File: config.mk
export PLATFORM = sky130hd
export DESIGN_NAME = array_doubly_linked_list
export DESIGN_NICKNAME = d
export VERILOG_FILES = /design/src/rtl/adll_pkg.sv /design/src/rtl/adll_ram.sv /design/src/rtl/array_doubly_linked_list.sv
export VERILOG_INCLUDE_DIRS = /design/src /design/src/rtl
export SDC_FILE = /design/constraint.sdc
export NUM_CORES = 1
export LEC_CHECK = 0
export BUFFER_PORTS_ARGS = -buffer_cell sky130_fd_sc_hd__buf_2
export CELL_PAD_IN_SITES_DETAIL_PLACEMENT = 2
export CELL_PAD_IN_SITES_GLOBAL_PLACEMENT = 2
export CORE_MARGIN = 2
export CORE_UTILIZATION = 49
export CTS_BUF_LIST = sky130_fd_sc_hd__clkbuf_4
export CTS_CLUSTER_SIZE = 30
export DETAILED_ROUTE_END_ITERATION = 8
export PLACE_DENSITY = 0.92
export REMOVE_ABC_BUFFERS = 1
export SYNTH_ARGS = -nofsm -noshare
export SYNTH_HDL_FRONTEND = slang
export SYNTH_SLANG_ARGS = --single-unit
File: constraint.sdc
create_clock -name clk -period 7.59 [get_ports clk]
set_input_delay 1.1385 -clock clk [delete_from_list [all_inputs] [get_ports clk]]
set_output_delay 1.1385 -clock clk [all_outputs]
set_load 0.01 [all_outputs]
File: src/rtl/array_doubly_linked_list_assert.svh
// Assertion macros for the linked list block.
// Define ASSERT_OFF to compile the checks out.
`ifndef ARRAY_DOUBLY_LINKED_LIST_ASSERT_SVH
`define ARRAY_DOUBLY_LINKED_LIST_ASSERT_SVH

`ifndef ASSERT_OFF

// Condition a implies condition c in the same cycle.
`define ADLL_ASSERT_SAME(label, clk, rst, a, c) \
  label: assert property (@(posedge clk) disable iff (rst) (a) |-> (c)) \
    else $error("assertion failed");

// Condition a implies condition c in the next cycle.
`define ADLL_ASSERT_NEXT(label, clk, rst, a, c) \
  label: assert property (@(posedge clk) disable iff (rst) (a) |=> (c)) \
    else $error("assertion failed");

`else

`define ADLL_ASSERT_SAME(label, clk, rst, a, c)
`define ADLL_ASSERT_NEXT(label, clk, rst, a, c)

`endif

`endif

File: src/rtl/adll_pkg.sv
package adll_pkg;

  // Command codes
  localparam logic CMD_ADD    = 1'b0;
  localparam logic CMD_REMOVE = 1'b1;

  // Status codes
  localparam logic [1:0] STAT_OK      = 2'd0;
  localparam logic [1:0] STAT_FULL    = 2'd1;
  localparam logic [1:0] STAT_INVALID = 2'd2;

  // Input beat
  typedef struct packed {
    logic               command;
    logic signed [31:0] key_value;
    logic [4:0]         slot_index;
  } req_t;

  // Result beat
  typedef struct packed {
    logic [4:0] slot;
    logic [1:0] status;
    logic [4:0] head_after;
  } res_t;

endpackage

File: src/rtl/adll_ram.sv
module adll_ram #(
  parameter int WIDTH = 8,
  parameter int DEPTH = 17
) (
  input  logic                     clk,
  input  logic                     we,
  input  logic [$clog2(DEPTH)-1:0] waddr,
  input  logic [WIDTH-1:0]         wdata,
  input  logic                     re,
  input  logic [$clog2(DEPTH)-1:0] raddr,
  output logic [WIDTH-1:0]         rdata
);

  logic [WIDTH-1:0] mem [DEPTH];

  // One write port, one registered read port
  always_ff @(posedge clk) begin
    if (we) begin
      mem[waddr] <= wdata;
    end
    if (re) begin
      rdata <= mem[raddr];
    end
  end

endmodule

File: src/rtl/array_doubly_linked_list.sv
// Doubly linked list of keys kept in slot memories, with a free list.
// Slots are numbered 1..SLOTS; slot number 0 means none.
// Input: a request beat (command, key_value, slot_index) is taken at a
// rising edge with start high and busy low. Add puts the key in the slot at
// the head of the free list and links it in at the list head; remove unlinks
// slot_index and pushes it onto the free list.
// Output: every request gives one result beat (slot, status, head_after),
// shown for one cycle with done high. The receiver cannot stall; results
// are never held back.
// Sequence from the accepting edge: requests rejected on decode (list full,
// slot 0, out of range or never allocated) set done at that edge; all others
// read the link memories and enter ST_READ. A remove of a slot that is
// currently free and an add into an empty list finish from ST_READ; an add
// into a non-empty list and a good remove go on through ST_WR2. The writes
// fall in ST_READ and ST_WR2, as each memory has one write port. busy is
// low in the cycle done is high, so a new request may be accepted then.
// Reset: the list is empty and all slots are free in ascending order. Slots
// never allocated are tracked by a fill counter, so no clearing pass runs
// and the block accepts a request in the first cycle after reset.
module array_doubly_linked_list
  import adll_pkg::*;
#(
  parameter int SLOTS = 16
) (
  input  logic clk,
  input  logic rst,
  input  logic start,
  output logic busy,
  input  req_t request,
  output logic done,
  output res_t result
);

`include "array_doubly_linked_list_assert.svh"

  localparam int IW = $clog2(SLOTS + 1);
  localparam int FW = $clog2(SLOTS + 2);
  localparam int CW = ((FW > 5) ? FW : 5) + 1;

  localparam logic [1:0] ST_IDLE = 2'd0;
  localparam logic [1:0] ST_READ = 2'd1;
  localparam logic [1:0] ST_WR2  = 2'd2;

  logic [1:0]         state;
  logic               op_cmd;
  logic signed [31:0] op_key;
  logic [IW-1:0]      op_idx;
  logic [IW-1:0]      old_head;
  logic [IW-1:0]      lk_prev;
  logic [IW-1:0]      lk_next;
  logic [IW-1:0]      list_head;
  logic [IW-1:0]      free_head;
  logic [FW-1:0]      fresh;
  logic [4:0]         res_slot;
  logic [1:0]         res_status;
  logic [4:0]         res_head;

  logic [31:0] key_mem [SLOTS + 1];

  // Memory ports
  logic          rd_en;
  logic [IW-1:0] rd_addr;
  logic [IW-1:0] nx_rdata;
  logic [IW:0]   pw_rdata;
  logic          nx_we;
  logic [IW-1:0] nx_waddr;
  logic [IW-1:0] nx_wdata;
  logic          pw_we;
  logic [IW-1:0] pw_waddr;
  logic [IW:0]   pw_wdata;

  // Decoded request checks
  logic [CW-1:0] idx_wide;
  logic          idx_ok;
  logic          req_go;
  logic [IW-1:0] free_after;

  function automatic logic [4:0] to_slot5(input logic [IW-1:0] v);
    logic [CW-1:0] w;
    w = CW'(v);
    return w[4:0];
  endfunction

  assign busy   = (state != ST_IDLE);
  assign result = '{slot: res_slot, status: res_status, head_after: res_head};

  assign idx_wide = CW'(request.slot_index);
  assign idx_ok   = (idx_wide != '0) && (idx_wide <= CW'(SLOTS)) && (idx_wide < CW'(fresh));
  assign req_go   = (request.command == CMD_ADD) ? (free_head != '0) : idx_ok;

  // Next free head: slots past the fill counter still chain in order
  always_comb begin
    if (FW'(op_idx) == fresh) begin
      free_after = (op_idx == IW'(SLOTS)) ? '0 : op_idx + IW'(1);
    end else begin
      free_after = nx_rdata;
    end
  end

  // Read and write port selection
  always_comb begin
    rd_en    = 1'b0;
    rd_addr  = free_head;
    nx_we    = 1'b0;
    nx_waddr = op_idx;
    nx_wdata = list_head;
    pw_we    = 1'b0;
    pw_waddr = op_idx;
    pw_wdata = '0;
    unique case (state)
      ST_IDLE: begin
        rd_en   = start && req_go;
        rd_addr = (request.command == CMD_ADD) ? free_head : IW'(request.slot_index);
      end
      ST_READ: begin
        if (op_cmd == CMD_ADD) begin
          nx_we    = 1'b1;
          nx_wdata = list_head;
          pw_we    = 1'b1;
          pw_wdata = '0;
          pw_wdata[IW] = 1'b1;
        end else if (pw_rdata[IW]) begin
          nx_we    = 1'b1;
          nx_wdata = free_head;
          pw_we    = 1'b1;
          pw_wdata = '0;
        end
      end
      ST_WR2: begin
        if (op_cmd == CMD_ADD) begin
          pw_we    = 1'b1;
          pw_waddr = old_head;
          pw_wdata = {1'b1, op_idx};
        end else begin
          nx_we    = (lk_prev != '0);
          nx_waddr = lk_prev;
          nx_wdata = lk_next;
          pw_we    = (lk_next != '0);
          pw_waddr = lk_next;
          pw_wdata = {1'b1, lk_prev};
        end
      end
      default: begin
        rd_en = 1'b0;
      end
    endcase
  end

  adll_ram #(.WIDTH(IW), .DEPTH(SLOTS + 1)) u_next_ram (
    .clk   (clk),
    .we    (nx_we),
    .waddr (nx_waddr),
    .wdata (nx_wdata),
    .re    (rd_en),
    .raddr (rd_addr),
    .rdata (nx_rdata)
  );

  // Word holds the in-use flag over the prev link
  adll_ram #(.WIDTH(IW + 1), .DEPTH(SLOTS + 1)) u_prev_ram (
    .clk   (clk),
    .we    (pw_we),
    .waddr (pw_waddr),
    .wdata (pw_wdata),
    .re    (rd_en),
    .raddr (rd_addr),
    .rdata (pw_rdata)
  );

  // Key store, written on add
  always_ff @(posedge clk) begin
    if (state == ST_READ && op_cmd == CMD_ADD) begin
      key_mem[op_idx] <= op_key;
    end
  end

  // Sequencer and list registers
  always_ff @(posedge clk) begin
    if (rst) begin
      state     <= ST_IDLE;
      done      <= 1'b0;
      list_head <= '0;
      free_head <= IW'(1);
      fresh     <= FW'(1);
    end else begin
      unique case (state)
        ST_IDLE: begin
          if (start) begin
            op_cmd <= request.command;
            op_key <= request.key_value;
            op_idx <= (request.command == CMD_ADD) ? free_head : IW'(request.slot_index);
            if (req_go) begin
              state <= ST_READ;
              done  <= 1'b0;
            end else begin
              done       <= 1'b1;
              res_slot   <= '0;
              res_status <= (request.command == CMD_ADD) ? STAT_FULL : STAT_INVALID;
              res_head   <= to_slot5(list_head);
            end
          end else begin
            done <= 1'b0;
          end
        end
        ST_READ: begin
          if (op_cmd == CMD_ADD) begin
            free_head <= free_after;
            if (FW'(op_idx) == fresh) begin
              fresh <= fresh + FW'(1);
            end
            old_head   <= list_head;
            list_head  <= op_idx;
            res_slot   <= to_slot5(op_idx);
            res_status <= STAT_OK;
            res_head   <= to_slot5(op_idx);
            if (list_head != '0) begin
              state <= ST_WR2;
              done  <= 1'b0;
            end else begin
              state <= ST_IDLE;
              done  <= 1'b1;
            end
          end else if (!pw_rdata[IW]) begin
            state      <= ST_IDLE;
            done       <= 1'b1;
            res_slot   <= '0;
            res_status <= STAT_INVALID;
            res_head   <= to_slot5(list_head);
          end else begin
            lk_prev    <= pw_rdata[IW-1:0];
            lk_next    <= nx_rdata;
            free_head  <= op_idx;
            res_slot   <= to_slot5(op_idx);
            res_status <= STAT_OK;
            if (pw_rdata[IW-1:0] == '0) begin
              list_head <= nx_rdata;
              res_head  <= to_slot5(nx_rdata);
            end else begin
              res_head  <= to_slot5(list_head);
            end
            state <= ST_WR2;
            done  <= 1'b0;
          end
        end
        ST_WR2: begin
          state <= ST_IDLE;
          done  <= 1'b1;
        end
        default: begin
          state <= ST_IDLE;
          done  <= 1'b0;
        end
      endcase
    end
  end

  // Checks
  `ADLL_ASSERT_SAME(a_done_idle, clk, rst, done, state == ST_IDLE)
  `ADLL_ASSERT_NEXT(a_accept_progress, clk, rst, start && !busy, done || busy)
  `ADLL_ASSERT_SAME(a_fresh_free, clk, rst, CW'(fresh) <= CW'(SLOTS), free_head != '0)

endmodule
Yosys cells after proc, flatten, opt, wreduce, memory -nomap -nowiden
Memory sizes are Yosys's and may differ from the RTL's. A register that Yosys moved wholly into a read port is not among the register bits.
Cells that the tools add are included.
Widths: inputs -> output; s select.

operators by class
  reductions and logical operators = 19
  equal/unequal tests = 8
  order comparisons = 2
  add/subtract/negate cells = 2
  mux-type cells = 58
  bitwise logic cells = 2

operators by type and width
  cell                 count
  $mux 5               23
  $pmux 5 s2           3
  $mux 2               10
  $reduce_bool 5->1    4
  $mux 1               15
  $pmux 6 s2           1
  $add 5x1->5 const B  2
  $reduce_and 3->1     3
  $pmux 2 s2           2
  $reduce_and 4->1     2
  $mux 6               1
  $ne 2x2->1 const B   3
  $reduce_bool 6->1    1
  $eq 5x5->1           1
  $eq 5x5->1 const B   1
  $le 5x5->1 const B   1
  $logic_not 5->1      1
  $lt 5x5->1           1
  $pmux 1 s2           2
  $reduce_and 2->1     2
  $reduce_bool 2->1    2
  $logic_and 1x1->1    3
  $pmux 1 s3           1
  $eq 2x1->1 const B   1
  other kinds (4)      5

word-level totals
  bits in registers = 51
  memories kept = 2
  word-level logic and storage cells = 106
  output and inout bits = 14
  bits in writable memories = 187

memory list
  memory          depth  width  rd ports  clocked after memory_dff  write ports  line            text
  u_prev_ram.mem  17     6      1         1                         1            adll_ram.sv:14  logic [WIDTH-1:0] mem [DEPTH];
  u_next_ram.mem  17     5      1         1                         1            adll_ram.sv:14

Logic depth before layout (Yosys ltp)
Gate-level depths: netlist of the first run.

  depth after elaboration = 7
  mapped depth = 10
  mapped depth without buffers = 7

Modules after synthesis
Synthesis of the first run repeated with hierarchy kept, for this count alone.

unflattened totals
  cells, all modules = 692
  area, all modules = 10,905.5 um2

modules (own cells, without submodules)
  module                    area each (um2)  sequential area each (um2)  instances  cells an instance
  adll_ram (u_prev_ram)     4,255.3          3,243.1                     1          197
  adll_ram (u_next_ram)     3,609.7          2,702.6                     1          188
  array_doubly_linked_list  3,040.4          1,351.3                     1          307

Worst setup path after synthesis of the first run
Ideal clock, no wire load.

  kind = input-to-reg
  from = input port request[4] in the netlist's numbering
  to = register res_head[0] (enable)
  data arrival time = 2.721 ns
  path slack = 4.484 ns
  required time = 7.205 ns
  cell stages on the path = 5
  path buffers = 0
  cells stage by stage = ha_1 > o211ai_1 > o211a_1 > or3_1 > a21oi_1

on the way
  cells in the longest elaborated chain, start to end = 6

ends and longest elaborated chain
  what                                                    line                             text
  start, declared                                         array_doubly_linked_list.sv:29   input req_t request,
  $le 5x5->1 / $reduce_bool 6->1 (equally long branches)  array_doubly_linked_list.sv:88   assign idx_ok = (idx_wide != '0) && (idx_wide <= CW'(SLOTS)) && (idx_wide < CW'(fresh));
  $logic_and 1x1->1                                       array_doubly_linked_list.sv:88
  $logic_and 1x1->1 (*)                                   array_doubly_linked_list.sv:88
  $mux 1 (*)                                              array_doubly_linked_list.sv:89   assign req_go = (request.command == CMD_ADD) ? (free_head != '0) : idx_ok;
  $ne 2x2->1 (no line) (*)                                n/a
  $reduce_and 4->1 (no line) (*)                          n/a
  end signal, assigned                                    array_doubly_linked_list.sv:199  res_head <= to_slot5(list_head);
  end signal, assigned                                    array_doubly_linked_list.sv:215  res_head <= to_slot5(op_idx);
  end signal, assigned                                    array_doubly_linked_list.sv:228  res_head <= to_slot5(list_head);
  end, declared                                           array_doubly_linked_list.sv:56   logic [4:0] res_head;

Mark *: on every way between the ends. The rest lies on a longest branch, timed or not.
A chain may end at the register's enable or synchronous reset.

Final worst setup path of the first run
  from = register state[0]
  to = memory u_next_ram.mem[16][2] in the netlist's numbering (enable)

on the way
  cells in the longest elaborated chain, start to end = 4

ends and longest elaborated chain
  what                                             line                             text
  start, declared                                  array_doubly_linked_list.sv:44   logic [1:0] state;
  start signal, assigned                           array_doubly_linked_list.sv:180  state <= ST_IDLE;
  start signal, assigned                           array_doubly_linked_list.sv:193  state <= ST_READ;
  start signal, assigned                           array_doubly_linked_list.sv:217  state <= ST_WR2;
  $eq 2x2->1 / $eq 2x1->1 (equally long branches)  array_doubly_linked_list.sv:110  unique case (state)
  $pmux 1 s2                                       array_doubly_linked_list.sv:110
  $mux 1                                           adll_ram.sv:18                   if (we) begin
  $mux 1 (not written as such)                     adll_ram.sv:19                   mem[waddr] <= wdata;
  end, declared                                    adll_ram.sv:14

Several ways; a longest one is shown, not always the timed one.

==> flow_summary_export.csv, run 1 <==
group,metric,value,unit
outcome,run_status,"completed",
floorplan,ios,55,
hold_path,min-delay-path-class,"register to register",
clock_tree,cts_tree,"built",
cells_and_area,multi_input_area,0.003422,mm2
drt,drt_first_pass_iters,6,
clock_tree,cts-root-buf,"sky130_fd_sc_hd__clkbuf_4",
global_route,grt_pass1_wl,61500,um
global_route,grt_antenna_before_repair,1,
cells_and_area,post_synthesis_to_final_layout_area_growth,10.24,%
drt,drcViolationCount,0,
critical_path,timing.critical_path.from_type,"register",
power_and_ir_drop,vdd_ir_max,0.0001202,V
drt,initialDrtViolationCount,964,
critical_path,timing.critical_path.to_type,"register",
critical_path,rrSetupSlack,3250,ps
flow_run,max-cap-violations,0,
sta,timing.final.max_slew_violations,0,
hold_path,hold_path_startpoint,"u_prev_ram.rdata[4]$_DFFE_PP_",
global_route,gr-usage-all-layers,36.17,%
logic_synthesis,synth_top_flop_cell,"sky130_fd_sc_hd__edfxtp_1",
clock_tree,clk-insertion-delay-late,720,ps
sta,hold_ws,452.9,ps
hold_path,min_delay_path_depth,0,
logic_synthesis,synthArstFlopShare,0,%
sta,rsz_0062_raised_after_global_routing,"false",
cells_and_area,fillerInstances,1992,
sta,final_min_period_over_clock_period,57.13,%
floorplan,effective_utilization_at_floorplan,50.17,%
sta,fin_skew,51.11,ps
global_route,globalRoute.totalOverflow,0,
drt,antenna_violating_nets_post_route,0,
critical_path,worst_ep_arrival_time,4650,ps
sta,fmaxAchievable,230.6,MHz
drt,detail_route.wirelength,41620,um
sta,final_period_minus_worst_setup_slack,4336,ps
drt,post_detailed_route_via_to_cell_ratio,6.955,
power_and_ir_drop,power.density_cell_area,254.3,mW/mm2
critical_path,slowest_delay,990,ps
global_route,first_global_vias,8802,
clock_tree,cts_buffers,68,
logic_synthesis,yosysSeqAreaShare,66.24,%
critical_path,critPathMaxFanout,22,
critical_path,crit_top_cell,"sky130_fd_sc_hd__o21ai_0",
logic_synthesis,syn_inst,788,
floorplan,die_y,153.9,um
cells_and_area,utilization,55.31,%
floorplan,placementRows,54,
clock_tree,cts-root-to-sink-buffers,3,
drt,post_detailed_route_wirelength_per_cell,35.70,um
drt,num_vias,8110,
cells_and_area,final_common_cell,"sky130_fd_sc_hd__edfxtp_1",
place,place.detailed.hpwl,25650,um
critical_path,setup.worst_path.class,"register to register",
clock_tree,cts_max_level,3,
global_route,grt_max_degree,42,
clock_tree,clkSlewWorstSetupHoldPaths,80,ps
cells_and_area,layout_common_cells,"sky130_fd_sc_hd__edfxtp_1, sky130_fd_sc_hd__clkbuf_4, sky130_fd_sc_hd__nor2_1",
clock_tree,cts.sink_count,249,
sta,setup-tns-final,0,ps
cells_and_area,ff_latch_area,0.007297,mm2
clock_tree,post_cts_buffers,0,
critical_path,rr_endpoint,"u_next_ram.mem[16][2]$_DFFE_PP_",
logic_synthesis,synthDistinctLibCells,65,
critical_path,critical-path-slowest-cell,"sky130_fd_sc_hd__nor3_1",
place,numPortBuffers,22,
logic_synthesis,yosysWarningCount,0,
place,place_congestion,0.8587,
logic_synthesis,synth.cell_area,0.01102,mm2
clock_tree,cts_hold_buf,0,
power_and_ir_drop,p_total,3.089,mW
logic_synthesis,synth_area_per_cell,13.98,um2
clock_tree,cts_resized,0,
floorplan,core_region_area,0.02196,mm2
sta,max-slew-margin-rel,8.470,%
critical_path,critical_path.cell_chain,"inv_1 > ha_1 > and2_1 > o21ai_0 > a21oi_1 > o21ai_0 > nor3_1",
power_and_ir_drop,leakage,3.939,nW
sta,hold_viol,0,
floorplan,die_width,153.9,um
logic_synthesis,synth_edf_count,231,
floorplan,die_footprint,0.02370,mm2
sta,tightestPinTransition,1368,ps
sta,report.final.setup_viol,0,
critical_path,critical_path_required,7910,ps
hold_path,hold_end,"lk_prev[4]$_DFFE_PP_",
critical_path,timing.rr.start,"state[0]$_SDFFE_PP0P_",
logic_synthesis,yosys_register_bits,249,
cells_and_area,layout-drive-gt1-share,21.58,%
critical_path,r2r_cells,7,
cells_and_area,nNetsFinal,899,
==> report_power, final <==
| part | leakage [nW] | switching, mW | internal [mW] |
|---|---|---|---|
| Clock | 0.494 | 0.624 | 0.650 |
| Combinational | 1.35 | 0.192 | 0.0872 |
| Sequential | 2.10 | 0.0271 | 1.51 |
| Total | 3.94 | 0.843 | 2.25 |
==> cell type report <==
type / instances / area share (%)
sequential: 249 / 60.08
multi-input combinational: 479 / 28.18
clock buffer: 97 / 5.996
tap: 280 / 2.885
timing repair buffer: 31 / 1.463
clock inverter: 11 / 0.8241
inverter: 18 / 0.5563
antenna: 1 / 0.02060
==> layer usage <==
layer	global-route usage, %	wire length [um]
met3	7.131	3274
met5	0	0
met2	57.98	19880
met1	46.01	15850
met4	21.41	2621
==> per-stage QoR <==
step / setup WS (ps) / area (um2) / instances
after floorplan: 4484 / 10760 / 746
after global placement: 3540 / 11300 / 1057
after detailed placement: 3014 / 11300 / 1057
after CTS: 3354 / 12130 / 1165
after global routing: 3180 / 12150 / 1166
final: 3254 / 12150 / 1166
==> critical path, delay by kind of cell (launching register included) <==
| kind | cells | cell delay, ps |
|---|---|---|
| compound gates | 3 | 1210 |
| fa+ha+maj | 1 | 810 |
| flops | 1 | 340 |
| simple gates | 2 | 1470 |
| buf+inv | 1 | 110 |
==> how the worst max path moves through the flow <==
stage	from	end	slack, ps	cells past startpoint
global placement	request[37]	u_next_ram.rdata[1]$_DFFE_PP_	3540	6
global route	state[0]$_SDFFE_PP0P_	u_next_ram.mem[16][0]$_DFFE_PP_	3180	7
floorplan	request[4]	res_head[0]$_DFFE_PP_	4480	5
detailed placement	request[37]	u_next_ram.rdata[1]$_DFFE_PP_	3010	6
finish	state[0]$_SDFFE_PP0P_	u_next_ram.mem[16][2]$_DFFE_PP_	3250	7
CTS	state[0]$_SDFFE_PP0P_	u_next_ram.mem[16][0]$_DFFE_PP_	3350	7
==> flip-flops by register name, summed over array words and instances (netlist names), 5 cells and up <==
| name | count |
|---|---|
| res_slot | 5 |
| op_idx | 5 |
| lk_next | 5 |
| u_next_ram.rdata | 5 |
| lk_prev | 5 |
| fresh | 5 |
| list_head | 5 |
| u_next_ram.mem | 85 |
| old_head | 5 |
| u_prev_ram.rdata | 6 |
| res_head | 5 |
| u_prev_ram.mem | 102 |
| free_head | 5 |
==> Yosys cell counts, types with 3 or more instances <==
| cell type | n | area (um2) |
|---|---|---|
| sky130_fd_sc_hd__o2bb2ai_1 | 5 | 43.79 |
| sky130_fd_sc_hd__a21oi_1 | 31 | 155.2 |
| sky130_fd_sc_hd__a32oi_1 | 5 | 43.79 |
| sky130_fd_sc_hd__buf_6 | 5 | 56.30 |
| sky130_fd_sc_hd__and2_1 | 3 | 18.77 |
| sky130_fd_sc_hd__a32o_1 | 8 | 80.08 |
| sky130_fd_sc_hd__a31oi_1 | 9 | 56.30 |
| sky130_fd_sc_hd__nand4_1 | 3 | 18.77 |
| sky130_fd_sc_hd__nand2_1 | 50 | 187.7 |
| sky130_fd_sc_hd__mux4_1 | 3 | 78.83 |
| sky130_fd_sc_hd__nand3_1 | 55 | 275.3 |
| sky130_fd_sc_hd__nor3_2 | 3 | 30.03 |
| sky130_fd_sc_hd__nor2b_1 | 9 | 56.30 |
| sky130_fd_sc_hd__o21ai_0 | 42 | 210.2 |
| sky130_fd_sc_hd__nand2b_1 | 8 | 50.05 |
| sky130_fd_sc_hd__dfxtp_1 | 18 | 360.4 |
| sky130_fd_sc_hd__edfxtp_1 | 231 | 6937 |
| sky130_fd_sc_hd__xor2_1 | 4 | 35.03 |
| sky130_fd_sc_hd__ha_1 | 11 | 137.6 |
| sky130_fd_sc_hd__o211ai_1 | 3 | 22.52 |
| sky130_fd_sc_hd__buf_2 | 8 | 40.04 |
| sky130_fd_sc_hd__mux4_2 | 20 | 450.4 |
| sky130_fd_sc_hd__buf_4 | 4 | 30.03 |
| sky130_fd_sc_hd__a21o_1 | 3 | 22.52 |
| sky130_fd_sc_hd__inv_1 | 17 | 63.81 |
| sky130_fd_sc_hd__a211oi_1 | 10 | 75.07 |
| sky130_fd_sc_hd__clkbuf_1 | 21 | 78.83 |
| sky130_fd_sc_hd__mux2i_1 | 29 | 290.3 |
| sky130_fd_sc_hd__nor3b_1 | 5 | 37.54 |
| sky130_fd_sc_hd__mux2_2 | 12 | 135.1 |
| sky130_fd_sc_hd__xnor2_1 | 5 | 43.79 |
| sky130_fd_sc_hd__nor2_1 | 78 | 292.8 |
| sky130_fd_sc_hd__a2111oi_2 | 8 | 120.1 |
| sky130_fd_sc_hd__nor3_1 | 14 | 70.07 |
| sky130_fd_sc_hd__and3_1 | 5 | 31.28 |
==> kinds of logic after synthesis <==
| group | Yosys count | synth area share, % |
|---|---|---|
| simple gates | 247 | 10.88 |
| xor+xnor | 9 | 0.7155 |
| flops | 249 | 66.24 |
| buf+inv | 60 | 2.907 |
| fa+ha+maj | 11 | 1.249 |
| mux | 64 | 8.666 |
| compound gates | 148 | 9.347 |
(Power assumes the default switching activity.)
==> run 2, diff against run 1 <==
- ABC_AREA: unset -> 1
- CORE_UTILIZATION: 49 -> 41
- PLACE_DENSITY: 0.92 -> 0.87
- clock period: 7.59 -> 4 ns (I/O delays scaled with it)
==> flow_summary_export.csv, run 2 <==
group,metric,value,unit
sta,timing.final.max_slew_violations,0,
logic_synthesis,post_synth_main_area_contributors,"sky130_fd_sc_hd__edfxtp_1, sky130_fd_sc_hd__nand3_1, sky130_fd_sc_hd__nand2_1",
clock_tree,clk-insertion-delay-late,730,ps
critical_path,setup.worst_path.class,"register to register",
floorplan,ios,55,
power_and_ir_drop,vdd_ir_max,0.0001967,V
drt,initialDrtViolationCount,768,
cells_and_area,layout_common_cells,"sky130_fd_sc_hd__nand2_1, sky130_fd_sc_hd__nand3_1, sky130_fd_sc_hd__edfxtp_1",
floorplan,die_y,173.3,um
clock_tree,cts_max_level,3,
floorplan,effective_utilization_at_floorplan,41.94,%
logic_synthesis,ranking_of_synthesized_cells_by_instance_count,"sky130_fd_sc_hd__nand2_1, sky130_fd_sc_hd__nand3_1, sky130_fd_sc_hd__edfxtp_1",
critical_path,worst_ep_arrival_time,3700,ps
global_route,met3_usage,5.768,%
logic_synthesis,synthArstFlopShare,0,%
cells_and_area,biggestRegsByFlops,"u_prev_ram.mem (102), u_next_ram.mem (85), u_prev_ram.rdata (6)",
logic_synthesis,synth_area_per_cell,9.645,um2
drt,post_detailed_route_wirelength_per_cell,26.35,um
sta,max-slew-margin-rel,33.78,%
place,place_congestion,0.9274,
cells_and_area,fillerInstances,3024,
logic_synthesis,synthDominantCellAreaShare,59.05,%
drt,num_vias,9868,
cells_and_area,max_flop_register,"u_prev_ram.mem",
drt,drt_first_pass_iters,5,
outcome,run_status,"completed",
place,place.detailed.hpwl,26010,um
global_route,grt.met2_usage,52.83,%
logic_synthesis,synth_edf_count,231,
logic_synthesis,yosys_register_bits,249,
critical_path,timing.rr.start,"state[0]$_SDFFE_PP0P_",
place,numPortBuffers,22,
clock_tree,cts.sink_count,249,
sta,final_min_period_over_clock_period,84.51,%
global_route,gr-usage-met1,35.95,%
critical_path,r2r_cells,8,
clock_tree,cts-root-buf,"sky130_fd_sc_hd__clkbuf_4",
drt,post_detailed_route_via_to_cell_ratio,5.721,
sta,fin_skew,48.26,ps
clock_tree,cts-root-to-sink-buffers,3,
floorplan,placementRows,61,
global_route,grt_antenna_before_repair,1,
hold_path,hold_path_startpoint,"request[37]",
floorplan,core_region_area,0.02801,mm2
global_route,gr-usage-all-layers,30.38,%
logic_synthesis,synthDominantAreaCellType,"sky130_fd_sc_hd__edfxtp_1",
cells_and_area,utilization,47.34,%
critical_path,critical_path.endpoint,"u_prev_ram.mem[16][3]$_DFFE_PP_",
floorplan,die_footprint,0.03002,mm2
cells_and_area,largest_reg_flops,102,
cells_and_area,post_synthesis_to_final_layout_area_growth,12.89,%
logic_synthesis,yosysSeqAreaShare,62.12,%
sta,fmaxAchievable,295.8,MHz
clock_tree,cts_buffers,69,
sta,rsz_0062_raised_after_global_routing,"false",
cells_and_area,ff_latch_area,0.007297,mm2
power_and_ir_drop,leakage,5.576,nW
logic_synthesis,synth_top_flop_cell,"sky130_fd_sc_hd__edfxtp_1",
cells_and_area,final_common_cell,"sky130_fd_sc_hd__nand2_1",
global_route,grt_pass1_wl,68480,um
global_route,first_global_vias,11130,
clock_tree,cts_hold_buf,0,
sta,tightestPinTransition,993.3,ps
floorplan,die_width,173.3,um
cells_and_area,multi_input_area,0.003371,mm2
sta,hold_viol,0,
clock_tree,cts_resized,0,
global_route,grt_max_degree,79,
sta,setup-tns-final,0,ps
sta,final_period_minus_worst_setup_slack,3380,ps
logic_synthesis,syn_inst,1218,
critical_path,timing.critical_path.to_type,"register",
drt,detail_route.wirelength,45460,um
critical_path,rrSetupSlack,620,ps
drt,drcViolationCount,0,
clock_tree,clkSlewWorstSetupHoldPaths,80,ps
flow_run,max-cap-violations,0,
critical_path,timing.critical_path.from_type,"register",
power_and_ir_drop,power.density_cell_area,513.4,mW/mm2
logic_synthesis,synth.cell_area,0.01175,mm2
critical_path,critPathMaxFanout,9,
sta,report.final.setup_viol,0,
clock_tree,cts_tree,"built",
global_route,grt_busiest_layer,"met2",
logic_synthesis,synthDistinctLibCells,33,
logic_synthesis,yosysWarningCount,0,
drt,antenna_violating_nets_post_route,0,
global_route,globalRoute.totalOverflow,0,
cells_and_area,nNetsFinal,1344,
critical_path,critical_path_required,4320,ps
critical_path,rr_endpoint,"u_prev_ram.mem[16][3]$_DFFE_PP_",
cells_and_area,layout-drive-gt1-share,13.46,%
hold_path,min-delay-path-class,"input port to register",
critical_path,setup.worst_path.start,"state[0]$_SDFFE_PP0P_",
clock_tree,post_cts_buffers,0,
logic_synthesis,synth_most_common_cell,"sky130_fd_sc_hd__nand2_1",
run 2: changes by cell type in the layout (fill, tap and decap cells not counted), sizes merged, moves of 19 or more:
cell / previous run / this run
nand3b: 0 / 32
o21ai: 43 / 24
nand3: 56 / 233
mux2i: 29 / 0
mux4: 23 / 0
buf: 31 / 55
nand2: 54 / 251
inv: 17 / 220
run 2: stage by stage:
stage               hold WS [ps]  power (mW)  cell area [um2]  instances  setup WS (ps)
finish                     237.3       6.809            13260       1725          619.5
global route               235.8       7.054            13260       1724          392.6
CTS                        204.2       6.827            13260       1723          666.9
detailed placement         435.4       4.195            12340       1599          893.6
global placement           423.5       4.105            12340       1599           1118
floorplan                  417.4       3.688            11470       1166          436.9
run 2: layout make-up:
cell class	count	share of cell area [%]
Antenna cell	2	0.03774
Clock buffer	104	5.887
Clock inverter	20	1.038
Inverter	217	6.142
Multi-Input combinational cell	700	25.42
Sequential cell	249	55.02
Tap cell	378	3.566
Timing Repair Buffer	55	2.887
run 2: kinds of logic (layout without fill, tap and decap cells):
logic type / count (synthesis) / in the layout / share of synthesized area, %
AND/OR/NAND/NOR: 612 / 612 / 23.53
buffers and inverters: 269 / 396 / 9.255
flip-flops: 249 / 249 / 62.12
AO/OA/AOI/OAI: 71 / 71 / 3.483
adder cells (fa/ha/maj): 11 / 11 / 1.172
XOR/XNOR: 6 / 6 / 0.4473
other: 0 / 2 / 0
run 2: report_power, final:
part	total, mW	internal [mW]	switching (mW)
Combinational	1.27	0.315	0.954
Sequential	2.98	2.92	0.0574
Clock	2.56	1.32	1.24
run 2: how the worst min path moves through the flow:
stage,end,depth (start not counted)
after floorplan,lk_prev[2]$_DFFE_PP_,0
after global placement,lk_prev[2]$_DFFE_PP_,0
after detailed placement,lk_prev[2]$_DFFE_PP_,0
after CTS,op_cmd$_DFFE_PP_,1
after global routing,op_cmd$_DFFE_PP_,1
final,op_cmd$_DFFE_PP_,1
run 2: routing by layer:
| layer | up-vias | part of all wire [%] |
|---|---|---|
| met4 | 0 | 4.6 |
| met2 | 433 | 51 |
| met1 | 5038 | 39 |
| met3 | 159 | 5.8 |
| met5 | - | 0 |
| li1 | 4238 | - |
run 2: critical path, cell delays in order, from the launching register on:
cell                      delay (ps)
sky130_fd_sc_hd__dfxtp_1         350
sky130_fd_sc_hd__inv_1           130
sky130_fd_sc_hd__ha_1            430
sky130_fd_sc_hd__inv_2           190
sky130_fd_sc_hd__a21oi_1         270
sky130_fd_sc_hd__inv_1            70
sky130_fd_sc_hd__a31oi_1         470
sky130_fd_sc_hd__nand3_1         420
sky130_fd_sc_hd__nor2_1          670
